File: config.mk
export PLATFORM = sky130hd
export DESIGN_NAME = i2c_master_byte_engine
export DESIGN_NICKNAME = d
export VERILOG_FILES = /design/src/design/i2cm_pkg.sv /design/src/design/i2cm_step.sv /design/src/design/i2c_master_byte_engine.sv
export VERILOG_INCLUDE_DIRS = /design/src /design/src/design
export SDC_FILE = /design/constraint.sdc
export NUM_CORES = 1
export LEC_CHECK = 0
export ABC_AREA = 1
export ABC_CLOCK_PERIOD_IN_PS = 5900
export BUFFER_PORTS_ARGS = -buffer_cell sky130_fd_sc_hd__buf_4
export CORE_MARGIN = 10
export CORE_UTILIZATION = 60
export DETAILED_ROUTE_END_ITERATION = 8
export PLACE_DENSITY = 0.8
export SLEW_MARGIN = 20
export SYNTH_ARGS = -nofsm -noshare
export SYNTH_HDL_FRONTEND = slang
export SYNTH_SLANG_ARGS = --single-unit
File: constraint.sdc
create_clock -name clk -period 5.9 [get_ports clk]
set_input_delay 0.295 -clock clk [delete_from_list [all_inputs] [get_ports clk]]
set_output_delay 0.295 -clock clk [all_outputs]
set_load 0.1 [all_outputs]
File: src/design/assert_macros.svh
// Assertion helpers shared by the RTL. They compile away when SYNTHESIS is set.
`ifndef ASSERT_MACROS_SVH
`define ASSERT_MACROS_SVH

`ifndef SYNTHESIS

// When ante holds on a clock edge, cons must hold on the same edge.
`define ASSERT_IMPL(lbl, clk, rstn, ante, cons) \
    lbl: assert property (@(posedge clk) disable iff (!(rstn)) (ante) |-> (cons)) \
        else $error("%m: same-cycle check failed");

// When ante holds on a clock edge, cons must hold on the next edge.
`define ASSERT_NEXT(lbl, clk, rstn, ante, cons) \
    lbl: assert property (@(posedge clk) disable iff (!(rstn)) (ante) |=> (cons)) \
        else $error("%m: next-cycle check failed");

`else

`define ASSERT_IMPL(lbl, clk, rstn, ante, cons)
`define ASSERT_NEXT(lbl, clk, rstn, ante, cons)

`endif

`endif

File: src/design/i2cm_pkg.sv
`timescale 1ns / 1ps

package i2cm_pkg;

    localparam logic [15:0] HALF_PERIOD_RESET = 16'd100;
    localparam logic [3:0]  BITS_PER_BYTE     = 4'd8;
    localparam logic [3:0]  TOP_BIT           = 4'd7;

    typedef enum logic [2:0] {
        CMD_IDLE  = 3'd0,
        CMD_START = 3'd1,
        CMD_STOP  = 3'd2,
        CMD_WRITE = 3'd3,
        CMD_READ  = 3'd4
    } i2cm_cmd_t;

    typedef struct packed {
        logic [2:0] func;
        logic [7:0] tx_byte;
        logic       ack_to_send;
        logic       sda_in;
    } i2cm_in_t;

    typedef struct packed {
        logic       scl;
        logic       sda_out;
        logic       busy_res;
        logic       done_res;
        logic [7:0] rx_byte;
        logic       ack_received;
        logic       rejected;
    } i2cm_out_t;

    typedef struct packed {
        i2cm_cmd_t   active_command;
        logic [3:0]  phase;
        logic [15:0] delay_count;
        logic [3:0]  bit_index;
        logic [7:0]  shift_reg;
        logic        held_ack_choice;
        logic        last_ack;
        logic        scl_level;
        logic        sda_level;
        logic [7:0]  rx_hold;
    } i2cm_state_t;

    localparam i2cm_state_t STATE_RESET = '{
        active_command:  CMD_IDLE,
        phase:           4'd0,
        delay_count:     16'd0,
        bit_index:       4'd0,
        shift_reg:       8'd0,
        held_ack_choice: 1'b0,
        last_ack:        1'b0,
        scl_level:       1'b1,
        sda_level:       1'b1,
        rx_hold:         8'd0
    };

endpackage

File: src/design/i2cm_step.sv
`timescale 1ns / 1ps

module i2cm_step (
    input  i2cm_pkg::i2cm_state_t cur,
    input  i2cm_pkg::i2cm_in_t    item,
    input  logic [15:0]           half_period,
    output i2cm_pkg::i2cm_state_t nxt,
    output i2cm_pkg::i2cm_out_t   res
);
    import i2cm_pkg::*;

    logic [15:0] hold_len;
    logic        do_step;
    logic        done;
    logic        rej;

    // A zero half period behaves like a half period of one tick.
    assign hold_len = (half_period == 16'd0) ? 16'd0 : half_period - 16'd1;

    always_comb
    begin
        nxt     = cur;
        do_step = 1'b0;
        done    = 1'b0;
        rej     = 1'b0;

        if (cur.active_command != CMD_IDLE)
        begin
            rej = (item.func != 3'd0);
            if (cur.delay_count != 16'd0)
            begin
                nxt.delay_count = cur.delay_count - 16'd1;
            end
            else
            begin
                do_step = 1'b1;
            end
        end
        else if (item.func >= 3'(CMD_START) && item.func <= 3'(CMD_READ))
        begin
            nxt.active_command = i2cm_cmd_t'(item.func);
            nxt.phase = 4'd0;
            if (item.func == 3'(CMD_WRITE))
            begin
                nxt.shift_reg = item.tx_byte;
            end
            if (item.func == 3'(CMD_READ))
            begin
                nxt.held_ack_choice = item.ack_to_send;
            end
            do_step = 1'b1;
        end
        else if (item.func != 3'd0)
        begin
            rej = 1'b1;
        end

        if (do_step)
        begin
            // Each step may set line levels and either schedules the next step after
            // a hold or ends the command with no hold.
            case (nxt.active_command)
                CMD_START:
                begin
                    case (nxt.phase)
                        4'd0:
                        begin
                            nxt.phase = 4'd1;
                            nxt.delay_count = hold_len;
                        end
                        4'd1:
                        begin
                            nxt.sda_level = 1'b1;
                            nxt.scl_level = 1'b1;
                            nxt.phase = 4'd2;
                            nxt.delay_count = hold_len;
                        end
                        4'd2:
                        begin
                            nxt.sda_level = 1'b0;
                            nxt.phase = 4'd3;
                            nxt.delay_count = hold_len;
                        end
                        default:
                        begin
                            nxt.scl_level = 1'b0;
                            done = 1'b1;
                        end
                    endcase
                end
                CMD_STOP:
                begin
                    case (nxt.phase)
                        4'd0:
                        begin
                            nxt.phase = 4'd1;
                            nxt.delay_count = hold_len;
                        end
                        4'd1:
                        begin
                            nxt.sda_level = 1'b0;
                            nxt.phase = 4'd2;
                            nxt.delay_count = hold_len;
                        end
                        4'd2:
                        begin
                            nxt.scl_level = 1'b1;
                            nxt.phase = 4'd3;
                            nxt.delay_count = hold_len;
                        end
                        4'd3:
                        begin
                            nxt.sda_level = 1'b1;
                            nxt.phase = 4'd4;
                            nxt.delay_count = hold_len;
                        end
                        default:
                        begin
                            done = 1'b1;
                        end
                    endcase
                end
                CMD_WRITE:
                begin
                    case (nxt.phase)
                        4'd0:
                        begin
                            nxt.bit_index = TOP_BIT;
                            nxt.phase = 4'd1;
                            nxt.delay_count = hold_len;
                        end
                        4'd1:
                        begin
                            // The first data bit leaves SCL where the previous command left it.
                            if (nxt.bit_index != TOP_BIT)
                            begin
                                nxt.scl_level = 1'b0;
                            end
                            nxt.sda_level = nxt.shift_reg[nxt.bit_index[2:0]];
                            nxt.phase = 4'd2;
                            nxt.delay_count = hold_len;
                        end
                        4'd2:
                        begin
                            nxt.scl_level = 1'b1;
                            if (nxt.bit_index == 4'd0)
                            begin
                                nxt.phase = 4'd3;
                            end
                            else
                            begin
                                nxt.bit_index = nxt.bit_index - 4'd1;
                                nxt.phase = 4'd1;
                            end
                            nxt.delay_count = hold_len;
                        end
                        4'd3:
                        begin
                            nxt.scl_level = 1'b0;
                            nxt.sda_level = 1'b1;
                            nxt.phase = 4'd4;
                            nxt.delay_count = hold_len;
                        end
                        4'd4:
                        begin
                            nxt.scl_level = 1'b1;
                            nxt.phase = 4'd5;
                            nxt.delay_count = hold_len;
                        end
                        4'd5:
                        begin
                            nxt.phase = 4'd6;
                            nxt.delay_count = hold_len;
                        end
                        4'd6:
                        begin
                            nxt.last_ack = ~item.sda_in;
                            nxt.scl_level = 1'b0;
                            nxt.phase = 4'd7;
                            nxt.delay_count = hold_len;
                        end
                        default:
                        begin
                            done = 1'b1;
                        end
                    endcase
                end
                CMD_READ:
                begin
                    case (nxt.phase)
                        4'd0:
                        begin
                            nxt.phase = 4'd1;
                            nxt.delay_count = hold_len;
                        end
                        4'd1:
                        begin
                            nxt.phase = 4'd2;
                            nxt.delay_count = hold_len;
                        end
                        4'd2:
                        begin
                            nxt.sda_level = 1'b1;
                            nxt.bit_index = 4'd0;
                            nxt.shift_reg = 8'd0;
                            nxt.phase = 4'd3;
                            nxt.delay_count = hold_len;
                        end
                        4'd3:
                        begin
                            nxt.scl_level = 1'b1;
                            nxt.phase = 4'd4;
                            nxt.delay_count = hold_len;
                        end
                        4'd4:
                        begin
                            nxt.shift_reg = {nxt.shift_reg[6:0], item.sda_in};
                            nxt.scl_level = 1'b0;
                            nxt.bit_index = nxt.bit_index + 4'd1;
                            nxt.phase = (nxt.bit_index < BITS_PER_BYTE) ? 4'd3 : 4'd5;
                            nxt.delay_count = hold_len;
                        end
                        4'd5:
                        begin
                            nxt.phase = 4'd6;
                            nxt.delay_count = hold_len;
                        end
                        4'd6:
                        begin
                            nxt.sda_level = ~nxt.held_ack_choice;
                            nxt.phase = 4'd7;
                            nxt.delay_count = hold_len;
                        end
                        4'd7:
                        begin
                            nxt.scl_level = 1'b1;
                            nxt.phase = 4'd8;
                            nxt.delay_count = hold_len;
                        end
                        default:
                        begin
                            nxt.scl_level = 1'b0;
                            nxt.sda_level = 1'b1;
                            nxt.rx_hold = nxt.shift_reg;
                            done = 1'b1;
                        end
                    endcase
                end
                default:
                begin
                    done = 1'b1;
                end
            endcase

            if (done)
            begin
                nxt.active_command = CMD_IDLE;
                nxt.phase = 4'd0;
                nxt.delay_count = 16'd0;
            end
        end
    end

    assign res.scl          = nxt.scl_level;
    assign res.sda_out      = nxt.sda_level;
    assign res.busy_res     = (nxt.active_command != CMD_IDLE);
    assign res.done_res     = done;
    assign res.rx_byte      = nxt.rx_hold;
    assign res.ack_received = nxt.last_ack;
    assign res.rejected     = rej;

endmodule

File: src/design/i2c_master_byte_engine.sv
`timescale 1ns / 1ps
// Bit-banged I2C master byte engine. Each request on the input channel is one
// tick of bus time and may carry a command: start, stop, write byte or read byte.
// For every request the block returns exactly one result on the output channel:
// the SCL and SDA levels after that tick, busy and done flags, the last read
// byte, the last write's ACK and a flag for a command that was ignored.
// The user must see that half_period is written through cfg_we/cfg_wdata only
// while the engine is idle; the block itself does not enforce this. An accepted
// request waits in the input register and is processed into the result register
// once that one is free. Throughput: one request per cycle while the receiver
// takes results; the bus sequencer state updates once per request in a single
// pass of combinational logic between the input register and the result register.
// When the receiver stalls, the result register and the input register hold,
// in_ready drops once both are full, and the sequencer state does not advance.
// Reset: half_period returns to 100, the sequencer's SCL and SDA levels are set
// high, the engine is idle and both pipeline registers are empty.
module i2c_master_byte_engine (
    input  logic                clk,
    input  logic                rst_n,
    input  logic                cfg_we,
    input  logic [15:0]         cfg_wdata,
    input  logic                in_valid,
    output logic                in_ready,
    input  i2cm_pkg::i2cm_in_t  in_data,
    output logic                out_valid,
    input  logic                out_ready,
    output i2cm_pkg::i2cm_out_t out_data
);
    import i2cm_pkg::*;

`include "assert_macros.svh"

    logic [15:0] half_period_reg;
    logic        in_valid_reg;
    i2cm_in_t    in_data_reg;
    logic        out_valid_reg;
    logic        out_valid_next;
    i2cm_out_t   out_data_reg;
    i2cm_state_t state_reg;
    i2cm_state_t state_next;
    i2cm_out_t   step_res;
    logic        advance;

    // The input register moves into the result register when that one is free.
    assign advance        = in_valid_reg && (!out_valid_reg || out_ready);
    assign in_ready       = !in_valid_reg || advance;
    assign out_valid_next = advance || (out_valid_reg && !out_ready);

    i2cm_step u_step (
        .cur         (state_reg),
        .item        (in_data_reg),
        .half_period (half_period_reg),
        .nxt         (state_next),
        .res         (step_res)
    );

    always_ff @(posedge clk or negedge rst_n)
    begin
        if (!rst_n)
        begin
            half_period_reg <= HALF_PERIOD_RESET;
            in_valid_reg    <= 1'b0;
            out_valid_reg   <= 1'b0;
            state_reg       <= STATE_RESET;
        end
        else
        begin
            if (cfg_we)
            begin
                half_period_reg <= cfg_wdata;
            end
            if (in_ready)
            begin
                in_valid_reg <= in_valid;
            end
            out_valid_reg <= out_valid_next;
            if (advance)
            begin
                state_reg <= state_next;
            end
        end
    end

    always_ff @(posedge clk)
    begin
        if (in_ready && in_valid)
        begin
            in_data_reg <= in_data;
        end
        if (advance)
        begin
            out_data_reg <= step_res;
        end
    end

    assign out_valid = out_valid_reg;
    assign out_data  = out_data_reg;

    `ASSERT_IMPL(a_done_not_busy, clk, rst_n, out_valid_reg && out_data_reg.done_res,
        !out_data_reg.busy_res)
    `ASSERT_IMPL(a_idle_clean, clk, rst_n, state_reg.active_command == CMD_IDLE,
        state_reg.delay_count == 16'd0 && state_reg.phase == 4'd0)
    `ASSERT_IMPL(a_bit_index_range, clk, rst_n, 1'b1, state_reg.bit_index <= BITS_PER_BYTE)
    `ASSERT_NEXT(a_result_lands, clk, rst_n, advance, out_valid_reg)

endmodule

==> results.txt, run 1 <==
----------------------------------------------------
[Drt]
  DRT iter0 DRCs ... between 500 and 600
  Vias per Instance ... 5.64
  Antenna-violating nets left ... 0
  Detail-routed net length per standard cell ... around 16 um
  Via count ... 5365
  Wire length reported by the detailed router ... 15.2 mm
  Residual DRC ... 0
  Number of detailed-routing iterations run before antenna repair ... 7

[STA]
  Normalized max-slew margin ... 0.410
  Final hold slack ... 0.0289 ns
  Final Hold Fails ... 0
  Final min period ... approximately 2.8 ns
  Crit share post-route ... 0.482
  Pins Over Slew Limit ... 0
  Max Clock Freq ... 352 MHz
  Final Worst Setup Slack ... between 3 and 4 ns
  Setup repair after global routing missed its margin ... no
  Final setup violating endpoints ... 0
  Setup_tns ... 0 ns
  Layout Skew ... 0.0178 ns
  Worst-Margin Slew ... 0.885 ns

[Synthesis]
  Net count of the mapped netlist ... just over 800
  Syn Inst Count ... 778
  Proportion of netlist area held by the largest area contributor ... 0.257
  Number of storage elements in the synthesis netlist ... between 90 and 100
  Share of flip-flops with an asynchronous set or reset after synthesis ... 0.707
  Average size of a mapped cell ... 7.50 sq um
  Sequential area share after synthesis ... 0.419
  Number of synthesized flops with an enable pin ... 27
  Cell area after synthesis ... just under 6000 sq um
  Most area-consuming cells after synthesis ... sky130_fd_sc_hd__dfrtp_1 (26%), sky130_fd_sc_hd__nand2_1 (14%), sky130_fd_sc_hd__edfxtp_1 (14%), sky130_fd_sc_hd__nand3_1 (5.9%), sky130_fd_sc_hd__o21ai_0 (5.7%)
  Most used flip-flop cell after synthesis ... sky130_fd_sc_hd__dfrtp_1
  Distinct cells, synth ... 47
  Synth warn ... 0
  Post-synthesis cell type with the largest combined area ... sky130_fd_sc_hd__dfrtp_1

[Finish]
  Combined area of the multi-input logic cells ... ~2900 sq um
  Number of nets in the finished design ... between 800 and 900
  Area of all placed cells without fillers ... between 6000 and 7000 sq um
  Register area ... roughly 2400 sq um
  Area added between synthesis and finish ... 10.6%
  Number of filler instances in the final layout ... 803
  Fin cells ... 951
  Core Util, Final ... 0.689
  Fraction of final layout cells sized beyond drive strength 1 ... 0.155
  Max FFs per register ... 47
  ANT cells ... 0

[Clock tree]
  Worst-Skew Late Latency ... about 0.37 ns
  Number of buffers created by CTS ... 9
  Reg clk slew, reported paths ... roughly 0.090 ns
  Number of resized instances in the post-cts repair step ... 0
  Maximum number of buffers from clock root to sink ... 2
  H-tree depth reported by CTS ... 3
  CTS root buf ... sky130_fd_sc_hd__clkbuf_8
  Hold Buf Count CTS ... 0
  Post-CTS Setup Repair Bufs ... 0
  Clock tree from TritonCTS ... built
  Total clock sinks ... slightly above 90

[Run]
  Max-cap violation count ... 0

[Placement]
  Global placer's final weighted congestion ... between 0.9 and 1
  Post-placement setup slack ... between 3 and 4 ns
  Post-Place Cell Area ... 6260 sq um
  Port Buffers ... 49
  Post-detail-place hpwl ... 11.3 mm
  Number of cells in the design after placement ... between 900 and 1000

[Floorplanning]
  DIE AREA ... 14100 sq um
  FP Rows ... 35
  Core area ... about 9400 sq um
  Effective utilization at floorplan ... 0.623
  Num ports ... 50
  Y dimension of the die ... 119 um
  X dimension of the die ... between 100 and 150 um

[Global routing]
  Antenna violations before repair ... 0
  Vias in the first global route ... 5055
  Total congestion overflow ... 0
  Overall track demand over capacity in global routing ... 0.214
  Global-route wire length before repair ... 25.3 mm
  Pin count of the biggest net entering global routing ... 66

[Setup path]
  Critical Path Fanout Max ... 20
  Buffers & Inverters on Critical Path ... 3
  Slowest cell on the critical path ... sky130_fd_sc_hd__a21oi_4
  Kind of critical path ... register to register
  Worst path required time ... between 6 and 7 ns
  Worst setup path startpoint ... state_reg[24]$_DFFE_PN0P_
  Crit path capture type ... register
  Startpoint Class ... register
  Worst r2r src ... state_reg[24]$_DFFE_PN0P_
  WP data arrival ... 3.05 ns
  Cell family contributing the most delay on the critical path ... compound AO/OA/AOI/OAI gates
  Cells along the critical path ... inv_1 > ha_1 > nand2_1 > nor2_2 > nand2_1 > nand2_2 > inv_2 > a21oi_4 > nand2_2 > inv_2 > a21oi_1 > o21ai_0 > o21ai_0
  Peak per-stage delay on the critical path ... 0.50 ns

[Pwr]
  Worst vdd rail ir drop ... 0.165 mV
  Total design power ... 1.95 mW
  Cell Pwr Density ... 302 nW/um^2
  Static Leakage ... 3.02 nW

[Run status]
  Result of the run ... complete, no violations

[Hold path]
  Tightest Hold Check Type ... input port to asynchronous set/reset pin

----------------------------------------------------
## report_power, final
part | internal (mW) | switching, mW
registers | 0.764 | 0.0912
logic | 0.207 | 0.454
clock network | 0.196 | 0.234
## layout make-up
| class | count | area share |
|---|---|---|
| inverters | 89 | 0.0525 |
| clock buffers | 10 | 0.0198 |
| well taps | 129 | 0.0250 |
| repair buffers | 51 | 0.0593 |
| clock inverters | 6 | 0.00950 |
| multi-input cells | 574 | 0.455 |
| flip-flops and latches | 92 | 0.379 |
## path summary, 6_finish.rpt
kind,slack (ns),cells after the start,endpoint
min,0.03,1,state_reg[11]$_DFFE_PN0P_
min in group clk,0.10,1,in_data_reg[1]$_DFFE_PP_
max in group asynchronous,5.28,1,half_period_reg[4]$_DFFE_PN0P_
min reg2reg,0.49,2,state_reg[1]$_DFFE_PN0P_
max,3.06,13,state_reg[14]$_DFFE_PN0P_
max reg2reg,3.06,13,state_reg[14]$_DFFE_PN0P_
## cells in the final DEF (no fill, tap or decap), types with 18 or more instances in the layout
| cell | count |
|---|---|
| sky130_fd_sc_hd__inv_1 | 74 |
| sky130_fd_sc_hd__nor2_1 | 63 |
| sky130_fd_sc_hd__o21ai_0 | 66 |
| sky130_fd_sc_hd__nand2_1 | 220 |
| sky130_fd_sc_hd__edfxtp_1 | 27 |
| sky130_fd_sc_hd__nand3_1 | 69 |
| sky130_fd_sc_hd__buf_4 | 51 |
| sky130_fd_sc_hd__dfrtp_1 | 60 |
| sky130_fd_sc_hd__nor3_1 | 18 |
| sky130_fd_sc_hd__a21oi_1 | 24 |
## Yosys cell counts (3+ instances only)
| cell type | instances |
|---|---|
| sky130_fd_sc_hd__xnor2_1 | 6 |
| sky130_fd_sc_hd__dfrtp_1 | 60 |
| sky130_fd_sc_hd__o211ai_1 | 3 |
| sky130_fd_sc_hd__nand4_1 | 10 |
| sky130_fd_sc_hd__o21ai_0 | 66 |
| sky130_fd_sc_hd__a21oi_1 | 24 |
| sky130_fd_sc_hd__edfxtp_1 | 27 |
| sky130_fd_sc_hd__nor2_8 | 3 |
| sky130_fd_sc_hd__xor2_1 | 16 |
| sky130_fd_sc_hd__nor3_1 | 19 |
| sky130_fd_sc_hd__nand2_1 | 220 |
| sky130_fd_sc_hd__a31oi_1 | 7 |
| sky130_fd_sc_hd__inv_1 | 75 |
| sky130_fd_sc_hd__o21ai_1 | 11 |
| sky130_fd_sc_hd__nand2_2 | 11 |
| sky130_fd_sc_hd__nor2_2 | 4 |
| sky130_fd_sc_hd__nor2_1 | 63 |
| sky130_fd_sc_hd__dfstp_2 | 5 |
| sky130_fd_sc_hd__buf_2 | 4 |
| sky130_fd_sc_hd__nand3_4 | 3 |
| sky130_fd_sc_hd__buf_6 | 3 |
| sky130_fd_sc_hd__a22oi_1 | 3 |
| sky130_fd_sc_hd__ha_1 | 4 |
| sky130_fd_sc_hd__nand3_1 | 69 |
| sky130_fd_sc_hd__o21ai_2 | 3 |
| sky130_fd_sc_hd__inv_2 | 12 |
| sky130_fd_sc_hd__clkbuf_1 | 13 |
| sky130_fd_sc_hd__nand2_4 | 7 |
| sky130_fd_sc_hd__nand3_2 | 3 |
## logic make-up (layout without fill, tap and decap cells)
family                   after synthesis  count (layout)  synth area share
adder cells (fa/ha/maj)                4               4           0.00858
AND/OR/NAND/NOR                      421             421             0.339
flip-flops                            92              92             0.419
multiplexers                           2               2           0.00386
buffers and inverters                112             156            0.0783
AO/OA/AOI/OAI                        125             125             0.118
XOR/XNOR                              22              22            0.0330
## layer usage
layer	GRT usage	vias to the layer above	wire length, um
met4	0.0618	0	209
met3	0.0457	22	1300
met2	0.318	252	6600
met5	0	-	0
li1	-	2633	-
met1	0.305	2458	7050
Note: power is estimated with default switching activity, not from simulation.
==> run 2: changes to the inputs <==
- ABC_CLOCK_PERIOD_IN_PS: 5900 -> 2600
- CORE_UTILIZATION: 60 -> 55
- PLACE_DENSITY: 0.8 -> 0.77
- clock period: 5.9 -> 2.6 ns (I/O delays scaled with it)
==> run 2 against run 1 <==
  * Clock skew fell by 0.0080 ns
  * Count of clock-buffer cells in the layout did not move
  * Die area rose by 7.5%
  * Setup slack got worse by 2.8 ns
  * Clock power rose by 130%
  * Largest power group unchanged
  * Worst hold slack improved by 0.0020 ns
  * Critical path depth fell by 2
  * Critical endpoint is now out_data[13]$_DFFE_PP_
  * Register-to-register slack got worse by 2.8 ns
  * Wire length rose by 9.3%
  * Flip-flop and latch count did not move
==> results.txt, run 2 (synthesized netlist as in run 1, its figures left out) <==
----------------------------------------------------
[Run status]
  Result of the run ... complete, no violations (unchanged)

[Setup path]
  Worst r2r src ... in_data_reg[10]$_DFFE_PP_ (was state_reg[24]$_DFFE_PN0P_)
  Crit path capture type ... register (unchanged)
  Worst path required time ... 2.75 ns (was 6.11 ns)
  Kind of critical path ... register to register (unchanged)
  WP data arrival ... 2.54 ns (was 3.05 ns)
  Critical Path Fanout Max ... 11 (was 20)
  R2r worst-path depth ... 11 (was 13)
  Startpoint Class ... register (unchanged)
  Internal reg-to-reg setup slack ... 0.21 ns (was 3.06 ns)
  Terminus of the critical flop-to-flop path ... out_data[13]$_DFFE_PP_ (was state_reg[14]$_DFFE_PN0P_)

[Clock tree]
  Total clock sinks ... 92 (unchanged)
  Maximum number of buffers from clock root to sink ... 2 (unchanged)
  H-tree depth reported by CTS ... 3 (unchanged)
  Worst-Skew Late Latency ... 0.38 ns (was 0.37 ns)
  Number of buffers created by CTS ... 9 (unchanged)
  Reg clk slew, reported paths ... 0.10 ns (was 0.09 ns)
  CTS root buf ... sky130_fd_sc_hd__clkbuf_8 (unchanged)
  Clock tree from TritonCTS ... built (unchanged)

[Drt]
  Residual DRC ... 0 (unchanged)
  Number of detailed-routing iterations run before antenna repair ... 7 (unchanged)
  Vias per Instance ... 5.54 (was 5.64)
  Antenna-violating nets left ... 0 (unchanged)
  Detail-routed net length per standard cell ... 16.5 um (was 15.9 um)
  DRT iter0 DRCs ... 627 (was 512)
  Via count ... 5561 (was 5365)
  Wire length reported by the detailed router ... 16.6 mm (was 15.2 mm)

[Finish]
  Area added between synthesis and finish ... 18.4% (was 10.6%)
  Core Util, Final ... 0.669 (was 0.689)
  Max FFs per register ... 47 (unchanged)
  Area of all placed cells without fillers ... 6910 sq um (was 6450 sq um)
  Number of nets in the finished design ... 900 (was 855)
  ANT cells ... 0 (unchanged)
  Number of filler instances in the final layout ... 869 (was 803)
  Commonest non-fill, non-tap cell in the layout ... sky130_fd_sc_hd__nand2_1 (unchanged)
  Most used cells in the layout excluding fill and tap cells ... sky130_fd_sc_hd__nand2_1 (220), sky130_fd_sc_hd__inv_1 (74), sky130_fd_sc_hd__nand3_1 (68) (was sky130_fd_sc_hd__nand2_1 (220), sky130_fd_sc_hd__inv_1 (74), sky130_fd_sc_hd__nand3_1 (69))
  Fraction of final layout cells sized beyond drive strength 1 ... 0.167 (was 0.155)

[STA]
  Max Clock Freq ... 418 MHz (was 352 MHz)
  Normalized max-slew margin ... 0.422 (was 0.410)
  Setup_tns ... 0 ns (unchanged)
  Layout Skew ... 0.00983 ns (was 0.0178 ns)
  Pins Over Slew Limit ... 0 (unchanged)
  Worst-Margin Slew ... 0.868 ns (was 0.885 ns)
  Final min period ... 2.39 ns (was 2.84 ns)
  Final Worst Setup Slack ... 0.208 ns (was 3.06 ns)
  Setup repair after global routing missed its margin ... no (unchanged)
  Final setup violating endpoints ... 0 (unchanged)
  Final Hold Fails ... 0 (unchanged)
  Crit share post-route ... 0.920 (was 0.482)

[Global routing]
  Overall track demand over capacity in global routing ... 0.227 (was 0.214)
  Antenna violations before repair ... 0 (unchanged)
  Vias in the first global route ... 5524 (was 5055)
  Total congestion overflow ... 0 (unchanged)
  Global-route wire length before repair ... 27.4 mm (was 25.3 mm)
  Pin count of the biggest net entering global routing ... 66 (unchanged)

[Hold path]
  Hold Crit Depth ... 4
  Min-Delay Endpoint ... in_valid_reg$_DFFE_PN0N_
  Hold_sp ... out_ready
  Tightest Hold Check Type ... input port to register (was input port to asynchronous set/reset pin)

[Run]
  Max-cap violation count ... 0 (unchanged)

[Placement]
  Post-detail-place hpwl ... 12.2 mm (was 11.3 mm)
  Port Buffers ... 49 (unchanged)
  Global placer's final weighted congestion ... 0.989 (was 0.968)
  Post-Place Cell Area ... 6370 sq um (was 6260 sq um)
  Post-placement setup slack ... 0.206 ns (was 3.22 ns)

[Pwr]
  Cell Pwr Density ... 660 nW/um^2 (was 302 nW/um^2)
  Worst vdd rail ir drop ... 0.511 mV (was 0.165 mV)
  Static Leakage ... 3.22 nW (was 3.02 nW)
  Total design power ... 4.56 mW (was 1.95 mW)

[Floorplanning]
  Core area ... 10300 sq um (was 9370 sq um)
  Num ports ... 50 (unchanged)
  Effective utilization at floorplan ... 0.565 (was 0.623)
  Y dimension of the die ... 123 um (was 119 um)
  FP Rows ... 37 (was 35)
  X dimension of the die ... 123 um (was 119 um)
  DIE AREA ... 15100 sq um (was 14100 sq um)

----------------------------------------------------
==> run 2: cell type report <==
class                           instances  area [sq um]  share of cell area
Multi-Input combinational cell        574          2940               0.426
Clock inverter                          6          50.0             0.00725
Inverter                               89           339              0.0491
Tap cell                              136           170              0.0246
Sequential cell                        92          2440               0.354
Clock buffer                           10           149              0.0216
Timing Repair Buffer                   96           811               0.117
==> run 2: metrics by stage <==
stage          std cells  hold slack [ns]
2_1_floorplan        778           -0.166
3_3_place_gp         955            0.297
5_1_grt             1003           0.0480
6_report            1003           0.0309
4_1_cts             1002           0.0240
3_5_place_dp         955            0.295
==> run 2: timing repair <==
action,CTS,global route
setup buffers,0,1
gates resized for setup,0,1
hold buffers,31,0
endpoints found under the setup margin,0,5
endpoints found under the hold margin,90,0
==> run 2: power by group <==
group	internal (mW)	leakage (nW)	switching [mW]	total [mW]
combinational	0.523	2.09	1.10	1.62
sequential	1.73	1.03	0.214	1.95
clock	0.420	0.100	0.568	0.987
==> run 2: worst max-delay path by stage <==
| stage | from | endpoint | cells past startpoint | slack (ns) |
|---|---|---|---|---|
| final | in_data_reg[10]$_DFFE_PP_ | out_data[13]$_DFFE_PP_ | 11 | 0.21 |
| after CTS | state_reg[24]$_DFFE_PN0P_ | state_reg[17]$_DFFE_PN0P_ | 13 | 0.19 |
| after floorplan | out_valid$_DFF_PN0_ | in_data_reg[0]$_DFFE_PP_ | 3 | 0.20 |
| after global routing | in_data_reg[12]$_DFFE_PP_ | out_data[13]$_DFFE_PP_ | 11 | 0.02 |
| after global placement | in_data_reg[10]$_DFFE_PP_ | out_data[13]$_DFFE_PP_ | 11 | 0.28 |
| after detailed placement | in_data_reg[10]$_DFFE_PP_ | out_data[13]$_DFFE_PP_ | 11 | 0.21 |
==> run 2: critical path, stage by stage (launching register included) <==
cell and delay [ns]:
sky130_fd_sc_hd__edfxtp_1 0.49, sky130_fd_sc_hd__inv_2 0.12, sky130_fd_sc_hd__nand3_2 0.15, sky130_fd_sc_hd__nand3_4 0.21, sky130_fd_sc_hd__o21ai_2 0.18, sky130_fd_sc_hd__nand3_1 0.26
sky130_fd_sc_hd__nand2_2 0.17, sky130_fd_sc_hd__a21oi_1 0.24, sky130_fd_sc_hd__nand2_1 0.08, sky130_fd_sc_hd__nand3_1 0.07, sky130_fd_sc_hd__nand3_1 0.07, sky130_fd_sc_hd__and2_1 0.14
==> run 2: metal layers <==
metal | part of all wire | GRT usage
met3 | 0.072 | 0.0661
met4 | 0.043 | 0.122
met1 | 0.43 | 0.275
met5 | 0 | 0
met2 | 0.46 | 0.360
